<file path="config.mk">
export PLATFORM = sky130hd
export DESIGN_NAME = osc_sequence_parser_unit_flat
export DESIGN_NICKNAME = d
export VERILOG_FILES = /design/src/sv/osp_pkg.sv /design/src/sv/osp_ifs.sv /design/src/sv/osp_core.sv /design/src/sv/osc_sequence_parser_unit.sv /design/src/flat_wrapper.sv
export VERILOG_INCLUDE_DIRS = /design/src /design/src/sv
export SDC_FILE = /design/constraint.sdc
export NUM_CORES = 1
export LEC_CHECK = 0
export BUFFER_PORTS_ARGS = -buffer_cell sky130_fd_sc_hd__clkbuf_2
export CORE_MARGIN = 1.5
export CORE_UTILIZATION = 40
export DETAILED_ROUTE_END_ITERATION = 10
export GPL_ROUTABILITY_DRIVEN = 0
export SLEW_MARGIN = 15
export SYNTH_ARGS = -nofsm -noshare
export SYNTH_HDL_FRONTEND = slang
export SYNTH_SLANG_ARGS = --single-unit
</file>
<file path="constraint.sdc">
create_clock -name i_clk -period 4.8 [get_ports i_clk]
set_input_delay 0.48 -clock i_clk [delete_from_list [all_inputs] [get_ports i_clk]]
set_output_delay 0.48 -clock i_clk [all_outputs]
set_load 0.01 [all_outputs]
</file>
<file path="src/sv/osc_sequence_parser_unit_defines.svh">
// ----------------------------------------------------------------------------
// OSC sequence parser assertion macros
// Shared concurrent assertion forms, clocked on i_clk, gated by i_rst_n.
// ----------------------------------------------------------------------------
`ifndef OSC_SEQUENCE_PARSER_UNIT_DEFINES_SVH
`define OSC_SEQUENCE_PARSER_UNIT_DEFINES_SVH

// same-cycle implication
`define OSP_ASSERT_NOW(label, ante, cons, msg) \
    label: assert property (@(posedge i_clk) disable iff (!i_rst_n) \
        (ante) |-> (cons)) else $error(msg);

// next-cycle implication
`define OSP_ASSERT_NEXT(label, ante, cons, msg) \
    label: assert property (@(posedge i_clk) disable iff (!i_rst_n) \
        (ante) |=> (cons)) else $error(msg);

`endif

</file>
<file path="src/sv/osp_pkg.sv">
// ----------------------------------------------------------------------------
// OSC sequence parser package
// Result types, role and status codes, and command and byte constants.
// ----------------------------------------------------------------------------
package osp_pkg;

    localparam logic [3:0]  MAX_PARAMS   = 4'd8;
    localparam logic [15:0] CMD_LINK     = 16'd8;
    localparam logic [15:0] CMD_NT_A     = 16'd110;
    localparam logic [15:0] CMD_NT_B     = 16'd111;
    localparam logic [15:0] CMD_NT_C     = 16'd112;
    localparam logic [15:0] CMD_SAT      = 16'hFFFF;
    localparam logic [7:0]  CH_SEMI      = 8'h3B;
    localparam logic [7:0]  CH_EQUAL     = 8'h3D;
    localparam logic [7:0]  CH_COLON     = 8'h3A;
    localparam logic [7:0]  CH_ZERO      = 8'h30;
    localparam logic [7:0]  CH_NINE      = 8'h39;

    typedef enum logic [2:0] {
        ROLE_DIGIT   = 3'd0,
        ROLE_DELIM   = 3'd1,
        ROLE_KEY     = 3'd2,
        ROLE_VALUE   = 3'd3,
        ROLE_TEXT    = 3'd4,
        ROLE_IGNORED = 3'd5
    } t_role;

    typedef enum logic [1:0] {
        ST_UNDECIDED = 2'd0,
        ST_ACCEPTED  = 2'd1,
        ST_REJECTED  = 2'd2
    } t_status;

    typedef struct packed {
        t_role       byte_role;
        logic [2:0]  param_index;
        t_status     status;
        logic [15:0] command_number;
        logic [3:0]  param_count;
    } t_result;

endpackage

</file>
<file path="src/sv/osp_ifs.sv">
// ----------------------------------------------------------------------------
// OSC sequence parser channels
// Valid/ready stream interfaces for body bytes and tagged results.
// ----------------------------------------------------------------------------
interface osp_in_if;
    logic       valid;
    logic       ready;
    logic [7:0] data_byte;
    logic       last_byte;

    modport source (output valid, output data_byte, output last_byte, input ready);
    modport sink   (input valid, input data_byte, input last_byte, output ready);
endinterface

interface osp_out_if;
    logic        valid;
    logic        ready;
    logic [2:0]  byte_role;
    logic [2:0]  param_index;
    logic [1:0]  status;
    logic [15:0] command_number;
    logic [3:0]  param_count;

    modport source (output valid, output byte_role, output param_index, output status,
                    output command_number, output param_count, input ready);
    modport sink   (input valid, input byte_role, input param_index, input status,
                    input command_number, input param_count, output ready);
endinterface

</file>
<file path="src/sv/osp_core.sv">
// ----------------------------------------------------------------------------
// OSC sequence parser core
// Parse state and one-byte step; state advances on each accepted byte.
// ----------------------------------------------------------------------------
module osp_core
    import osp_pkg::*;
#(
    parameter logic [3:0] P_MAX_PARAMS = MAX_PARAMS
)
(
    input  logic       i_clk,
    input  logic       i_rst_n,
    input  logic       i_accept,
    input  logic [7:0] i_data_byte,
    input  logic       i_last_byte,
    output t_result    o_result
);

    typedef enum logic [2:0] {
        PH_CMD    = 3'd0,
        PH_PSTART = 3'd1,
        PH_KEY    = 3'd2,
        PH_VALUE  = 3'd3,
        PH_TEXT   = 3'd4,
        PH_ACCEPT = 3'd5,
        PH_REJECT = 3'd6
    } t_phase;

    t_phase      r_phase, n_phase;
    logic [15:0] r_acc, n_acc;
    logic [3:0]  r_params, n_params;

    logic [19:0] w_prod;
    logic [3:0]  w_params_inc;
    logic        w_digit;
    t_role       w_role;
    logic [2:0]  w_pidx;
    t_status     w_status;

    function automatic logic no_text(input logic [15:0] c);
        return (c == CMD_NT_A) || (c == CMD_NT_B) || (c == CMD_NT_C);
    endfunction

    // digits 0x30..0x39 carry their value in the low nibble
    assign w_prod       = {1'b0, r_acc, 3'b000} + {3'b000, r_acc, 1'b0}
                        + {16'b0, i_data_byte[3:0]};
    assign w_params_inc = r_params + 4'd1;
    assign w_digit      = (i_data_byte >= CH_ZERO) && (i_data_byte <= CH_NINE);

    always_comb begin
        n_phase  = r_phase;
        n_acc    = r_acc;
        n_params = r_params;
        w_role   = ROLE_IGNORED;
        w_pidx   = '0;

        case (r_phase)
            PH_CMD: begin
                if (w_digit) begin
                    n_acc  = (w_prod > {4'b0, CMD_SAT}) ? CMD_SAT : w_prod[15:0];
                    w_role = ROLE_DIGIT;
                end else if (r_acc == CMD_LINK) begin
                    if (i_data_byte == CH_SEMI) begin
                        w_role  = ROLE_DELIM;
                        n_phase = PH_PSTART;
                    end else begin
                        n_phase = PH_REJECT;
                    end
                end else if (i_data_byte == CH_SEMI) begin
                    w_role  = ROLE_DELIM;
                    n_phase = PH_TEXT;
                end else if (no_text(r_acc)) begin
                    n_phase = PH_ACCEPT;
                end else begin
                    n_phase = PH_REJECT;
                end
            end
            PH_PSTART, PH_KEY: begin
                if (r_phase == PH_PSTART && i_data_byte == CH_SEMI) begin
                    w_role  = ROLE_DELIM;
                    n_phase = PH_TEXT;
                end else if (i_data_byte == CH_EQUAL) begin
                    w_role  = ROLE_DELIM;
                    n_phase = PH_VALUE;
                end else begin
                    w_role  = ROLE_KEY;
                    w_pidx  = r_params[2:0];
                    n_phase = PH_KEY;
                end
            end
            PH_VALUE: begin
                if (i_data_byte == CH_COLON || i_data_byte == CH_SEMI) begin
                    w_role   = ROLE_DELIM;
                    n_params = w_params_inc;
                    if (i_data_byte == CH_SEMI) begin
                        n_phase = PH_TEXT;
                    end else if (w_params_inc >= P_MAX_PARAMS) begin
                        n_phase = PH_REJECT;
                    end else begin
                        n_phase = PH_KEY;
                    end
                end else begin
                    w_role = ROLE_VALUE;
                    w_pidx = r_params[2:0];
                end
            end
            PH_TEXT: begin
                w_role = ROLE_TEXT;
            end
            default: begin
                w_role = ROLE_IGNORED;
            end
        endcase

        // body ended before a verdict
        if (i_last_byte) begin
            if (n_phase == PH_CMD) begin
                n_phase = (n_acc != CMD_LINK && no_text(n_acc)) ? PH_ACCEPT : PH_REJECT;
            end else if (n_phase == PH_PSTART || n_phase == PH_KEY || n_phase == PH_VALUE) begin
                n_phase = PH_REJECT;
            end
        end

        case (n_phase)
            PH_TEXT, PH_ACCEPT: w_status = ST_ACCEPTED;
            PH_REJECT:          w_status = ST_REJECTED;
            default:            w_status = ST_UNDECIDED;
        endcase
    end

    assign o_result.byte_role      = w_role;
    assign o_result.param_index    = w_pidx;
    assign o_result.status         = w_status;
    assign o_result.command_number = n_acc;
    assign o_result.param_count    = n_params;

    always_ff @(posedge i_clk) begin
        if (!i_rst_n) begin
            r_phase  <= PH_CMD;
            r_acc    <= '0;
            r_params <= '0;
        end else if (i_accept) begin
            if (i_last_byte) begin
                r_phase  <= PH_CMD;
                r_acc    <= '0;
                r_params <= '0;
            end else begin
                r_phase  <= n_phase;
                r_acc    <= n_acc;
                r_params <= n_params;
            end
        end
    end

endmodule

</file>
<file path="src/sv/osc_sequence_parser_unit.sv">
// ----------------------------------------------------------------------------
// OSC sequence parser unit
// Tags each byte of an OSC body with its role and the running verdict.
// ----------------------------------------------------------------------------
// Usage:
//   i_in carries one body byte per transfer, last_byte marking the final one.
//   o_out carries one result per input byte: role, parameter index, status,
//   saturated command number and count of completed parameters.
//   Timing: results are valid the cycle after transfer unless output stalls.
//   Throughput: one byte per cycle while the skid register is empty; the
//   parse step is a single combinational pass, parse state to result register.
//   Stall: a result held by the receiver does not block input; one more byte
//   is taken into a skid register, then i_in.ready drops until it drains.
//   Reset: parse state returns to the command-digit phase and both result
//   registers empty. After each final byte the parse state also returns
//   to that phase, ready for the next sequence.
// ----------------------------------------------------------------------------
`include "osc_sequence_parser_unit_defines.svh"

module osc_sequence_parser_unit
    import osp_pkg::*;
#(
    parameter logic [3:0] P_MAX_PARAMS = MAX_PARAMS
)
(
    input  logic              i_clk,
    input  logic              i_rst_n,
    osp_in_if.sink            i_in,
    osp_out_if.source         o_out
);

    t_result w_result;
    t_result r_out, r_skid;
    logic    r_out_valid, r_skid_valid;
    logic    w_accept, w_take;

    assign i_in.ready = !r_skid_valid;
    assign w_accept   = i_in.valid && !r_skid_valid;
    assign w_take     = r_out_valid && o_out.ready;

    osp_core #(
        .P_MAX_PARAMS (P_MAX_PARAMS)
    ) u_core (
        .i_clk       (i_clk),
        .i_rst_n     (i_rst_n),
        .i_accept    (w_accept),
        .i_data_byte (i_in.data_byte),
        .i_last_byte (i_in.last_byte),
        .o_result    (w_result)
    );

    always_ff @(posedge i_clk) begin
        if (!i_rst_n) begin
            r_out_valid  <= 1'b0;
            r_skid_valid <= 1'b0;
        end else if (!r_out_valid || w_take) begin
            if (r_skid_valid) begin
                r_out_valid  <= 1'b1;
                r_skid_valid <= 1'b0;
            end else begin
                r_out_valid  <= w_accept;
            end
        end else if (w_accept) begin
            r_skid_valid <= 1'b1;
        end
    end

    always_ff @(posedge i_clk) begin
        if (!r_out_valid || w_take) begin
            if (r_skid_valid) begin
                r_out <= r_skid;
            end else if (w_accept) begin
                r_out <= w_result;
            end
        end else if (w_accept) begin
            r_skid <= w_result;
        end
    end

    assign o_out.valid          = r_out_valid;
    assign o_out.byte_role      = r_out.byte_role;
    assign o_out.param_index    = r_out.param_index;
    assign o_out.status         = r_out.status;
    assign o_out.command_number = r_out.command_number;
    assign o_out.param_count    = r_out.param_count;

    `OSP_ASSERT_NOW(a_skid_behind_out, r_skid_valid, r_out_valid, "skid full while output empty")
    `OSP_ASSERT_NEXT(a_stall_fills_skid, w_accept && r_out_valid && !o_out.ready, r_skid_valid, "stalled transfer lost")
    `OSP_ASSERT_NOW(a_pidx_role, r_out_valid && r_out.param_index != 3'd0, r_out.byte_role == ROLE_KEY || r_out.byte_role == ROLE_VALUE, "param index on non-parameter byte")
    `OSP_ASSERT_NOW(a_text_accepted, r_out_valid && r_out.byte_role == ROLE_TEXT, r_out.status == ST_ACCEPTED, "text byte without acceptance")

endmodule
</file>
<file path="src/flat_wrapper.sv">
// flat-port wrapper written by rule: the top's interface ports become plain ports
module osc_sequence_parser_unit_flat import osp_pkg::*;
#(
    parameter logic [3:0] P_MAX_PARAMS = MAX_PARAMS
)
  (i_clk, i_rst_n, i_in_valid, i_in_data_byte, i_in_last_byte, i_in_ready, o_out_valid, o_out_byte_role, o_out_param_index, o_out_status, o_out_command_number, o_out_param_count, o_out_ready);
  osp_in_if i_in_i ();
  osp_out_if o_out_i ();
  input  logic i_clk;
  input  logic i_rst_n;
  input wire logic [$bits(i_in_i.valid)-1:0] i_in_valid;
  input wire logic [$bits(i_in_i.data_byte)-1:0] i_in_data_byte;
  input wire logic [$bits(i_in_i.last_byte)-1:0] i_in_last_byte;
  output wire logic [$bits(i_in_i.ready)-1:0] i_in_ready;
  output wire logic [$bits(o_out_i.valid)-1:0] o_out_valid;
  output wire logic [$bits(o_out_i.byte_role)-1:0] o_out_byte_role;
  output wire logic [$bits(o_out_i.param_index)-1:0] o_out_param_index;
  output wire logic [$bits(o_out_i.status)-1:0] o_out_status;
  output wire logic [$bits(o_out_i.command_number)-1:0] o_out_command_number;
  output wire logic [$bits(o_out_i.param_count)-1:0] o_out_param_count;
  input wire logic [$bits(o_out_i.ready)-1:0] o_out_ready;
  assign i_in_i.valid = i_in_valid;
  assign i_in_i.data_byte = i_in_data_byte;
  assign i_in_i.last_byte = i_in_last_byte;
  assign i_in_ready = i_in_i.ready;
  assign o_out_valid = o_out_i.valid;
  assign o_out_byte_role = o_out_i.byte_role;
  assign o_out_param_index = o_out_i.param_index;
  assign o_out_status = o_out_i.status;
  assign o_out_command_number = o_out_i.command_number;
  assign o_out_param_count = o_out_i.param_count;
  assign o_out_i.ready = o_out_ready;
  osc_sequence_parser_unit #(.P_MAX_PARAMS(P_MAX_PARAMS)) u_core (.i_clk(i_clk), .i_rst_n(i_rst_n), .i_in(i_in_i), .o_out(o_out_i));
endmodule
</file>
* After elaboration in Yosys (flattened, before gate mapping)
Cells that the tools add are included.
** Word-level totals
- Output and inout bits :: 30
- Register bits :: 81
- Logic and storage cells :: 105
** Cells by class
- Bitwise logic cells :: 2
- Add/sub/neg operators :: 3
- $lt $le $gt $ge :: 4
- Equality and inequality tests :: 21
- Reductions and logical operators :: 23
- Multiplexer cells :: 37
** Operator list (count)
- $eq A16 B7 Y1 const B :: 6
- $mux W16 :: 4
- $mux W28 :: 2
- $mux W3 :: 16
- $eq A8 B6 Y1 const B :: 3
- $add A19 B17 Y20 :: 1
- $add A20 B4 Y20 :: 1
- $gt A20 B16 Y1 const B :: 1
- $eq A16 B4 Y1 const B :: 1
- $ne A16 B4 Y1 const B :: 1
- $eq A3 B2 Y1 const B :: 4
- $eq A3 B3 Y1 const B :: 4
- $mux W2 :: 6
- $mux W4 :: 3
- $pmux W3 S4 :: 1
- $pmux W3 S3 :: 1
- $ge A8 B6 Y1 const B :: 1
- $le A8 B6 Y1 const B :: 1
- $logic_or A1 B1 Y1 :: 8
- $eq A3 B1 Y1 const B :: 2
- $logic_not A3 Y1 :: 2
- $pmux W3 S2 :: 1
- $reduce_or A2 Y1 :: 3
- $logic_and A1 B1 Y1 :: 5
- 8 further kinds :: 12

* Depth between registers and ports, before layout
Gate-level depths: netlist of run 1.
- Depth in word-level cells :: 19
- Depth in mapped cells :: 14
- Mapped depth without buffers :: 13

* By module
A second synthesis of run 1 with hierarchy kept.
** Second synthesis, totals
- Cell total of the unflattened synthesis :: 453
- Area total of the unflattened synthesis :: 4847.1 µm²
** Modules (own cells, without submodules)
- osp_core :: cells an instance 356, sequential area each 460.4 µm², area an instance 2727.6 µm², times used 1
- osc_sequence_parser_unit :: cells an instance 97, sequential area each 1721.7 µm², area an instance 2119.5 µm², times used 1

* Least setup slack after synthesis of run 1
Ideal clock, no wire load.
- Path kind :: input -> register
- Start :: in i_in_data_byte[3]
- End :: reg u_core.r_out, in the netlist u_core.o_out.status[1] (data pin)
- Arrival :: 3.508 ns
- Buffers on the path :: 1
- Setup time :: 0.256 ns
- Slack :: 1.035 ns
- Stages :: 14
- Cell sequence :: inv_1 -> fa_1 -> inv_1 -> fa_1 -> a211oi_2 -> o211ai_2 -> a21oi_1 -> xor2_1 -> a21boi_2 -> nand2_2 -> buf_6 -> o31ai_2 -> o2111ai_1 -> a22o_1
** Between the ends
- Word-level cells in the longest chain between the ends :: 17
- Elaborated cells on any way between the ends :: 46
** Ends and longest elaborated chain
- from (decl) :: line flat_wrapper.sv:12 : input wire logic [$bits(i_in_i.data_byte)-1:0] i_in_data_byte;
- $add A20 B4 Y20 :: line osp_core.sv:46 : + {16'b0, i_data_byte[3:0]};
- $gt A20 B16 Y1 :: line osp_core.sv:60 : n_acc = (w_prod > {4'b0, CMD_SAT}) ? CMD_SAT : w_prod[15:0];
- $mux W16 :: line osp_core.sv:60
- $mux W16 :: line osp_core.sv:59 : if (w_digit) begin
- $mux W16 :: line osp_core.sv:57 : case (r_phase)
- $eq A16 B7 Y1 :: line osp_core.sv:41 : return (c == CMD_NT_A) || (c == CMD_NT_B) || (c == CMD_NT_C);
- $logic_or A1 B1 Y1 (2 in series) :: line osp_core.sv:41
- $logic_and A1 B1 Y1 :: line osp_core.sv:118 : n_phase = (n_acc != CMD_LINK && no_text(n_acc)) ? PH_ACCEPT : PH_REJECT;
- $mux W2 :: line osp_core.sv:118
- $mux W3 :: line osp_core.sv:117 : if (n_phase == PH_CMD) begin
- $mux W3 (*) :: line osp_core.sv:116 : if (i_last_byte) begin
- $eq A3 B3 Y1 :: line osp_core.sv:124 : case (n_phase)
- $reduce_or A2 Y1 :: line osp_core.sv:124
- $pmux W2 S2 (*) :: line osp_core.sv:124
- $mux W28 (*) :: line osc_sequence_parser_unit.sv:72 : end else if (w_accept) begin
- $mux W28 (*) :: line osc_sequence_parser_unit.sv:70 : if (r_skid_valid) begin
- to (signal assigned) :: line osc_sequence_parser_unit.sv:71 : r_out <= r_skid;
- to (signal assigned) :: line osc_sequence_parser_unit.sv:73 : r_out <= w_result;
- to (decl) :: line osc_sequence_parser_unit.sv:33 : t_result r_out, r_skid;
Mark *: on every way between the ends. The rest lies on a longest branch, timed or not. The select of a mux whose other input is x is not followed.
A chain may end at the register's enable or synchronous reset.

* Worst setup path after layout of run 1
- Start :: reg u_core.u_core.r_acc[2]
- End :: reg u_core.r_out, in the netlist u_core.o_out.status[1] (data pin)
** Between the ends
- Word-level cells in the longest chain between the ends :: 19
- Elaborated cells on any way between the ends :: 41
** Ends and longest elaborated chain
- from (decl) :: line osp_core.sv:30 : logic [15:0] r_acc, n_acc;
- from (signal assigned) :: line osp_core.sv:149 : r_acc <= n_acc;
- parallel branches: the longest is 13 deep, another holds $add A19 B17 Y20
- $mux W3 (*) :: line osp_core.sv:116
- $eq A3 B3 Y1 :: line osp_core.sv:124
- $reduce_or A2 Y1 :: line osp_core.sv:124
- $pmux W2 S2 (*) :: line osp_core.sv:124
- $mux W28 (*) :: line osc_sequence_parser_unit.sv:72
- $mux W28 (*) :: line osc_sequence_parser_unit.sv:70
Mark *: on every way between the ends. The select of a mux whose other input is x is not followed.

==> results.sh, run 1 <==
export IMPL_yosysMostFrequentCell="nand2_1"
export IMPL_power_leakage_nw=2.24
export IMPL_grt_antenna_before_repair=0
export IMPL_synth_area_leaders="edfxtp_1 34%, dfxtp_1 10%, ha_1 8.4%, nand2_1 6.3%, mux2_2 3.2%"
export IMPL_path_class="register to register"
export IMPL_drc=0
export IMPL_hold_viol=0
export IMPL_antennaDiodeCount=0
export IMPL_drt_total_wl_um=11300
export IMPL_wl_met1_um=5900
export IMPL_min_period_over_period_pct=85.5
export IMPL_area_delta_synth_final_pct=12.6
export IMPL_die_x_um=114
export IMPL_cts_hold_buf=0
export IMPL_peakVddDrop_v=0.000177
export IMPL_synth_cells=482
export IMPL_yosysWarnings=0
export IMPL_num_rows=40
export IMPL_synth_top_family_by_area="compound AO/OA/AOI/OAI gates"
export IMPL_grt_use_total_pct=18.1
export IMPL_clock_sinks=81
export IMPL_powerDensity_mw_per_mm2=286
export IMPL_port_buffers=42
export IMPL_grt_pass1_wl_um=18500
export IMPL_dpl_cell_area_mm2=0.00524
export IMPL_yosysUniqueCellTypes=72
export IMPL_cts_tree="built"
export IMPL_io_pins=43
export IMPL_synthFlopType="edfxtp_1"
export IMPL_seq_area_frac_synth_pct=44.3
export IMPL_synth_area_mux_share_pct=3.20
export IMPL_nNetsFinal=568
export IMPL_hold_path_class="input port to register"
export IMPL_drv_cap=0
export IMPL_cp_start_kind="register"
export IMPL_fillCellCount=1147
export IMPL_htreeDepth=3
export IMPL_top_layer_used="met4"
export IMPL_clk_latency_ns=0.33
export IMPL_crit_fanout=8
export IMPL_async_reset_ff_share_pct=0
export IMPL_wl_per_cell_um=16.8
export IMPL_grt_overflow=0
export IMPL_drtIter0Drc=371
export IMPL_slew_headroom_pct=49.5
export IMPL_grt_pass1_vias=3574
export IMPL_syn_num_nets=530
export IMPL_synth_simple_gate_area_share_pct=16.7
export IMPL_ant_nets=0
export IMPL_synth_edf_count=56
export IMPL_synth_top_area_share_pct=34.2
export IMPL_post_cts_resized=0
export IMPL_wl_met2_um=4810
export IMPL_endpoint_kind="register"
export IMPL_core_area_mm2=0.0120
export IMPL_initial_core_util_pct=41.0
export IMPL_dieArea_mm2=0.0130
export IMPL_clock_skew_ns=0.00404
export IMPL_crit_required_ns=4.88
export IMPL_fp_dieH_um=114
export IMPL_finalCriticalPeriod_ns=4.11
export IMPL_finalMaxSlewViolations=0
export IMPL_setup_viol=0
export IMPL_tightest_slew_ns=0.758
export IMPL_setup_tns_ns=0
export IMPL_ys_ff_latch=81
export IMPL_drt_first_pass_iters=4
export IMPL_critical_path_arrival_ns=4.19
export IMPL_ctsRootBufferMaster="clkbuf_16"
export IMPL_finalInstanceArea_mm2=0.00554
export IMPL_avgViaCountPerCell=5.57
export IMPL_status="finished clean"
export IMPL_dp_hpwl_um=8370
export IMPL_grt_start_max_net_pins=29
export IMPL_clk_pin_slew_ns=0.06
export IMPL_syn_area_per_cell_um2=10.2
export IMPL_synth_top_area_cell="edfxtp_1"
export IMPL_synthAdderAreaFrac_pct=9.20
export IMPL_rsz0062_at_grt="no"
export IMPL_final_layout_size_suffix_gt1_share_pct=19.0
export IMPL_cts_made_buffers=9
export IMPL_via_count=3741
export IMPL_met3_length_um=389
export IMPL_max_freq_mhz=244
export IMPL_synth_compound_area_share_pct=20.2
export IMPL_post_cts_buffers=0
export IMPL_yosys_area_share_xor_xnor_pct=2.85
export IMPL_yosys_top_cells_count="82 x nand2_1, 56 x edfxtp_1, 33 x ha_1"
export IMPL_clockBufferDepth=2
export IMPL_syn_cell_area_mm2=0.00492
registers in the layout, summed over array words and instances (netlist names):
name                         cells
u_core.u_core.r_params           4
u_core.o_out.status              2
u_core.u_core.r_phase            3
u_core.r_skid                   28
u_core.r_skid_valid              1
u_core.o_out.param_index         3
u_core.u_core.r_acc             16
u_core.o_out.command_number     16
u_core.o_out.valid               1
u_core.o_out.byte_role           3
u_core.o_out.param_count         4
worst paths after layout:
kind	slack [ns]	cells after the start	endpoint	startpoint
max	0.69	13	u_core.o_out.status[1]$_DFFE_PP_	u_core.u_core.r_acc[2]$_SDFFE_PN0P_
min	0.48	3	u_core.r_skid_valid$_SDFFE_PP0P_	i_in_valid
max reg2reg	0.69	13	u_core.o_out.status[1]$_DFFE_PP_	u_core.u_core.r_acc[2]$_SDFFE_PN0P_
min reg2reg	0.52	2	u_core.o_out.command_number[1]$_DFFE_PP_	u_core.r_skid[5]$_DFFE_PP_
power by group:
group / switching [mW] / leakage (nW) / internal [mW]
Combinational: 0.0780 / 1.35 / 0.0478
Clock: 0.247 / 0.146 / 0.432
Sequential: 0.0111 / 0.747 / 0.772
Total: 0.336 / 2.24 / 1.25
routing by layer:
layer	GRT usage (%)	vias up
li1	-	1868
met1	26.9	1781
met2	26.3	77
met3	3.03	15
met4	6.42	0
met5	0	-
layout make-up:
type,count,area (µm²),area share (%)
clock inverter,3,38.8,0.700
multi-input combinational,364,2570,46.3
sequential,81,2180,39.4
clock buffer,13,262,4.72
tap,147,184,3.32
inverter,18,67.6,1.22
timing repair buffer,46,240,4.33
cells by family after synthesis:
group / count (synthesis)
compound gates: 131
flops: 81
simple gates: 168
mux: 14
xor+xnor: 16
fa+ha+maj: 35
buf+inv: 37
worst max-delay path: stages, from the launching register on:
cell and delay [ns]:
dfxtp_1 0.49, inv_1 0.10, fa_1 0.48, inv_1 0.06, fa_1 0.48, a211oi_2 0.30
o211ai_2 0.15, a21oi_1 0.20, xor2_1 0.29, a21boi_2 0.31, nand3_1 0.13, a2111oi_2 0.38
o2111ai_1 0.25, a22o_1 0.23
stage by stage:
| stage | utilization (%) | instances | power, mW | setup WS, ns | hold slack, ns |
|---|---|---|---|---|---|
| final | 46.1 | 672 | 1.59 | 0.694 | 0.478 |
| after global routing | 46.1 | 672 | 1.64 | 0.418 | 0.520 |
| after CTS | 46.1 | 672 | 1.60 | 0.711 | 0.468 |
| after detailed placement | 43.6 | 656 | 0.924 | 0.561 | 0.503 |
| after global placement | 43.6 | 656 | 0.922 | 0.667 | 0.496 |
| after floorplan | - | 482 | 0.878 | 1.04 | 0.487 |
cell usage in the layout (no fill, tap or decap), types with 5 or more instances in the layout:
cell type	n
clkbuf_2	42
o22a_1	11
nand3_1	7
ha_1	33
a21oi_1	20
and2_1	7
nand2_1	82
o22ai_1	7
nor2_1	21
nor2b_1	15
a21o_1	5
nor3_1	5
edfxtp_1	56
o21ai_1	5
xnor2_1	10
inv_1	17
a22oi_1	13
o21ai_0	15
mux2_2	14
dfxtp_1	25
nand4_1	6
a21boi_0	10
clkbuf_16	10
xor2_1	6
Power figures use the tool's default switching activity.
==> run 2, diff against run 1 <==
CORE_ASPECT_RATIO = 1.5   (was default)
RECOVER_POWER = 50   (was default)
==> results.sh, run 2 (synthesis results as in run 1) <==
export IMPL_clock_skew_ns=0.00630
export IMPL_final_layout_size_suffix_gt1_share_pct=13.0
export IMPL_min_period_over_period_pct=86.1
export IMPL_port_buffers=42
export IMPL_post_cts_resized=0
export IMPL_dieArea_mm2=0.0130
export IMPL_setup_tns_ns=0
export IMPL_crit_chain="inv_1, fa_1, inv_1, fa_1, a211oi_2, o211ai_2, a21oi_1, xor2_1, a21boi_2, nand2_2, o31ai_2, o2111ai_1, a22o_1"
export IMPL_crit_required_ns=4.88
export IMPL_ctsRootBufferMaster="clkbuf_16"
export IMPL_io_pins=43
export IMPL_slew_headroom_pct=19.8
export IMPL_clk_latency_ns=0.33
export IMPL_post_cts_buffers=0
export IMPL_whs_path_depth=3
export IMPL_final_common_cell="nand2_1"
export IMPL_ant_nets=0
export IMPL_wl_per_cell_um=17.5
export IMPL_status="finished clean"
export IMPL_drv_cap=0
export IMPL_nNetsFinal=568
export IMPL_drt_total_wl_um=11900
export IMPL_grt_overflow=0
export IMPL_startpoint="u_core.u_core.r_acc[2]$_SDFFE_PN0P_"
export IMPL_core_area_mm2=0.0120
export IMPL_critical_path_buf_inv_count=2
export IMPL_grt_pass1_wl_um=18900
export IMPL_crit_family="compound AO/OA/AOI/OAI gates"
export IMPL_finalCriticalPeriod_ns=4.13
export IMPL_cp_start_kind="register"
export IMPL_r2r_slack_ns=0.67
export IMPL_drt_first_pass_iters=5
export IMPL_largest_reg_flops=28
export IMPL_timing_rr_start="u_core.u_core.r_acc[2]$_SDFFE_PN0P_"
export IMPL_cts_tree="built"
export IMPL_cts_made_buffers=9
export IMPL_max_freq_mhz=242
export IMPL_drc=0
export IMPL_initial_core_util_pct=41.0
export IMPL_powerDensity_mw_per_mm2=290
export IMPL_cts_hold_buf=0
export IMPL_dp_hpwl_um=8920
export IMPL_crit_cells=13
export IMPL_met1_usage_pct=22.3
export IMPL_mostFrequentLayoutCells="82 x nand2_1, 56 x edfxtp_1, 33 x ha_1, 32 x clkbuf_1, 25 x dfxtp_1"
export IMPL_r2r_end="u_core.o_out.status[1]$_DFFE_PP_"
export IMPL_grt_pass1_vias=3756
export IMPL_grt_use_total_pct=18.7
export IMPL_clockBufferDepth=2
export IMPL_hold_viol=0
export IMPL_hold_path_class="input port to register"
export IMPL_grt_antenna_before_repair=0
export IMPL_tightest_slew_ns=1.20
export IMPL_finalMaxSlewViolations=0
export IMPL_drtIter0Drc=278
export IMPL_ff2ff_path_depth=13
export IMPL_gr_usage_met3_pct=2.47
export IMPL_power_leakage_nw=2.15
export IMPL_die_x_um=93.6
export IMPL_htreeDepth=3
export IMPL_rsz0062_at_grt="no"
export IMPL_avgViaCountPerCell=5.69
export IMPL_antennaDiodeCount=0
export IMPL_grt_start_max_net_pins=29
export IMPL_crit_fanout=14
export IMPL_area_delta_synth_final_pct=12.1
export IMPL_clk_pin_slew_ns=0.06
export IMPL_fp_dieH_um=139
export IMPL_critical_path_arrival_ns=4.22
export IMPL_crit_slowest_cell="fa_1"
export IMPL_busiest_layer="met2"
export IMPL_via_count=3857
export IMPL_p_total_mw=1.60
export IMPL_path_class="register to register"
export IMPL_endpoint_kind="register"
export IMPL_globalRouteMet2Util_pct=32.2
export IMPL_largest_register="u_core.r_skid"
export IMPL_worstSetupEndpoint="u_core.o_out.status[1]$_DFFE_PP_"
export IMPL_clock_sinks=81
export IMPL_num_rows=49
export IMPL_fillCellCount=1176
export IMPL_peakVddDrop_v=0.000174
export IMPL_max_stage_delay_ns=0.50
export IMPL_setup_viol=0
[run 2: cell count changes in the layout (fill, tap and decap cells not counted), sizes merged]
cell	change
buf	-3
clkinv	+2
clkinvlp	+1
[run 2: how the worst min path moves through the flow]
stage,start,to
2_1_floorplan,u_core.r_skid[4]$_DFFE_PP_,u_core.o_out.command_number[0]$_DFFE_PP_
3_3_place_gp,u_core.r_skid[16]$_DFFE_PP_,u_core.o_out.command_number[12]$_DFFE_PP_
3_5_place_dp,u_core.r_skid[7]$_DFFE_PP_,u_core.o_out.command_number[3]$_DFFE_PP_
4_1_cts,i_in_valid,u_core.r_skid_valid$_SDFFE_PP0P_
5_1_grt,i_in_valid,u_core.r_skid_valid$_SDFFE_PP0P_
6_report,i_in_valid,u_core.r_skid_valid$_SDFFE_PP0P_
[run 2: worst reg2reg max path, stage by stage, from the launching register on]
cell,delay [ns]
dfxtp_1,0.48
inv_1,0.10
fa_1,0.49
inv_1,0.07
fa_1,0.50
a211oi_2,0.29
o211ai_2,0.16
a21oi_1,0.19
xor2_1,0.30
a21boi_2,0.32
nand2_2,0.22
o31ai_2,0.31
o2111ai_1,0.23
a22o_1,0.23
[run 2: per-layer routing]
metal | up-vias | wire length, µm
met3 | 33 | 357
met4 | 0 | 515
li1 | 1875 | -
met1 | 1855 | 4990
met2 | 94 | 6030
met5 | - | 0
[run 2: through the flow]
| stage | instances | setup slack, ns | area, µm² | util, % | hold slack (ns) |
|---|---|---|---|---|---|
| global placement | 662 | 0.661 | 5250 | 43.7 | 0.493 |
| finish | 678 | 0.668 | 5520 | 45.9 | 0.493 |
| detailed placement | 662 | 0.509 | 5250 | 43.7 | 0.495 |
| CTS | 678 | 0.686 | 5560 | 46.3 | 0.491 |
| global route | 678 | 0.394 | 5520 | 45.9 | 0.524 |
| floorplan | 482 | 1.04 | 4920 | - | 0.487 |
[run 2: cell type report]
type	instances	area, µm²	share of cell area, %
Sequential cell	81	2180	39.6
Tap cell	153	191	3.47
Inverter	18	67.6	1.22
Clock buffer	10	250	4.54
Timing Repair Buffer	46	193	3.49
Multi-Input combinational cell	364	2570	46.5
Clock inverter	6	65.1	1.18
[run 2: where the power goes]
part / switching, mW / internal (mW)
logic: 0.0780 / 0.0429
clock network: 0.260 / 0.434
registers: 0.0108 / 0.772
==> run 3, diff against run 2 <==
CELL_PAD_IN_SITES_DETAIL_PLACEMENT = 1   (was default)
CELL_PAD_IN_SITES_GLOBAL_PLACEMENT = 1   (was default)
CORE_ASPECT_RATIO = 1.1   (was 1.5)
PLACE_DENSITY_LB_ADDON = 0.1   (was default)
==> results.sh, run 3 (synthesis results as in run 1) <==
export IMPL_path_class="register to register"
export IMPL_num_rows=42
export IMPL_grt_pass1_wl_um=21100
export IMPL_pwr_share_seq_pct=49.5
export IMPL_port_buffers=42
export IMPL_power_leakage_nw=2.14
export IMPL_fp_dieH_um=119
export IMPL_ant_nets=0
export IMPL_core_area_mm2=0.0120
export IMPL_clockBufferDepth=2
export IMPL_endpoint_kind="register"
export IMPL_crit_chain="inv_1, fa_1, inv_1, fa_1, a211oi_2, o211ai_2, a21oi_1, xor2_1, a21boi_2, nand2_2, o31ai_2, o2111ai_1, a22o_1"
export IMPL_rsz0062_at_grt="no"
export IMPL_cts_made_buffers=9
export IMPL_p_int_mw=1.25
export IMPL_powerDensity_mw_per_mm2=288
export IMPL_max_stage_delay_ns=0.49
export IMPL_setup_tns_ns=0
export IMPL_drt_total_wl_um=13000
export IMPL_grt_use_total_pct=21.2
export IMPL_mostFrequentLayoutCells="82 x nand2_1, 56 x edfxtp_1, 34 x clkbuf_1, 33 x ha_1, 25 x dfxtp_1"
export IMPL_crit_family="compound AO/OA/AOI/OAI gates"
export IMPL_drtIter0Drc=250
export IMPL_critical_path_arrival_ns=4.18
export IMPL_multi_input_area_mm2=0.00257
export IMPL_final_layout_size_suffix_gt1_share_pct=12.4
export IMPL_grt_start_max_net_pins=29
export IMPL_status="finished, violations left"
export IMPL_post_cts_resized=0
export IMPL_clock_sinks=81
export IMPL_initial_core_util_pct=40.9
export IMPL_die_x_um=109
export IMPL_final_common_cell="nand2_1"
export IMPL_grt_pass1_vias=3983
export IMPL_peakVddDrop_v=0.000187
export IMPL_slew_headroom_pct=-4.00
export IMPL_violations="capacitance limit, slew limit"
export IMPL_antennaDiodeCount=0
export IMPL_seq_area_mm2=0.00218
export IMPL_ctsRootBufferMaster="clkbuf_16"
export IMPL_crit_required_ns=4.88
export IMPL_largest_reg_flops=28
export IMPL_grt_overflow=0
export IMPL_tightest_slew_ns=1.56
export IMPL_swShare_pct=21.6
export IMPL_post_cts_buffers=0
export IMPL_critical_path_buf_inv_count=2
export IMPL_crit_slowest_cell="dfxtp_1"
export IMPL_setup_viol=0
export IMPL_grt_antenna_before_repair=0
export IMPL_wl_met2_um=6100
export IMPL_cp_start_kind="register"
export IMPL_top_layer_used="met4"
export IMPL_avgViaCountPerCell=5.74
export IMPL_switching_power_uw=342
export IMPL_hold_path_class="input port to register"
export IMPL_wl_met1_um=6190
export IMPL_clkPwrFrac_pct=42.8
export IMPL_io_pins=43
export IMPL_crit_fanout=14
export IMPL_dieArea_mm2=0.0130
export IMPL_max_freq_mhz=244
export IMPL_wl_per_cell_um=19.1
export IMPL_clk_pin_slew_ns=0.06
export IMPL_p_total_mw=1.59
export IMPL_drv_cap=1
export IMPL_r2r_slack_ns=0.71
export IMPL_area_delta_synth_final_pct=11.8
export IMPL_clock_skew_ns=0.00692
export IMPL_via_count=3896
export IMPL_largest_register="u_core.r_skid"
export IMPL_nNetsFinal=568
export IMPL_fillCellCount=1373
export IMPL_dp_hpwl_um=9810
export IMPL_drc=0
export IMPL_met3_length_um=452
export IMPL_drt_first_pass_iters=4
export IMPL_cts_tree="built"
export IMPL_clk_latency_ns=0.33
export IMPL_pwr_share_comb_pct=7.7
export IMPL_min_period_over_period_pct=85.3
export IMPL_htreeDepth=3
export IMPL_hold_viol=0
export IMPL_cts_hold_buf=0
export IMPL_finalMaxSlewViolations=29
export IMPL_finalCriticalPeriod_ns=4.09
-- run 3: cell type report --
| type | count | area share (%) |
|---|---|---|
| clock buffer | 13 | 4.73 |
| clock inverter | 3 | 0.727 |
| inverter | 18 | 1.23 |
| multi-input combinational | 364 | 46.6 |
| sequential | 81 | 39.6 |
| tap | 154 | 3.50 |
| timing repair buffer | 46 | 3.55 |
-- run 3: layer usage --
| metal | up-vias | global-route usage (%) |
|---|---|---|
| li1 | 1876 | - |
| met1 | 1923 | 29.1 |
| met2 | 82 | 34.3 |
| met3 | 15 | 2.74 |
| met4 | 0 | 6.83 |
| met5 | - | 0 |
-- run 3: metrics by stage --
step	utilization (%)	cell area [µm²]	instances	hold slack, ns	worst slack [ns]
floorplan	-	4920	482	0.487	1.04
global placement	43.6	5250	663	0.495	0.637
detailed placement	43.6	5250	663	0.502	0.522
CTS	46.1	5550	679	0.492	0.679
global route	45.7	5510	679	0.503	0.321
finish	45.7	5510	679	0.494	0.707
-- run 3: worst min-delay path, cell delays in order --
cell and delay [ns]:
clkbuf_2 0.10, nor2_1 0.12, nor3b_1 0.07
-- run 3: power groups by stage --
stage               Clock, mW  Combinational [mW]  Sequential (mW)
finish                  0.679               0.123            0.786
global route            0.716               0.136            0.788
CTS                     0.697               0.129            0.785
detailed placement          0               0.129            0.800
global placement            0               0.126            0.799
floorplan                   0              0.0748            0.804
-- run 3: final timing paths --
kind                                                                 end                                 from  cells after the start
worst max-delay path                    u_core.o_out.status[1]$_DFFE_PP_  u_core.u_core.r_acc[2]$_SDFFE_PN0P_                     13
worst max register to register          u_core.o_out.status[1]$_DFFE_PP_  u_core.u_core.r_acc[2]$_SDFFE_PN0P_                     13
worst min register to register  u_core.o_out.command_number[1]$_DFFE_PP_           u_core.r_skid[5]$_DFFE_PP_                      2
worst min-delay path                    u_core.r_skid_valid$_SDFFE_PP0P_                           i_in_valid                      3
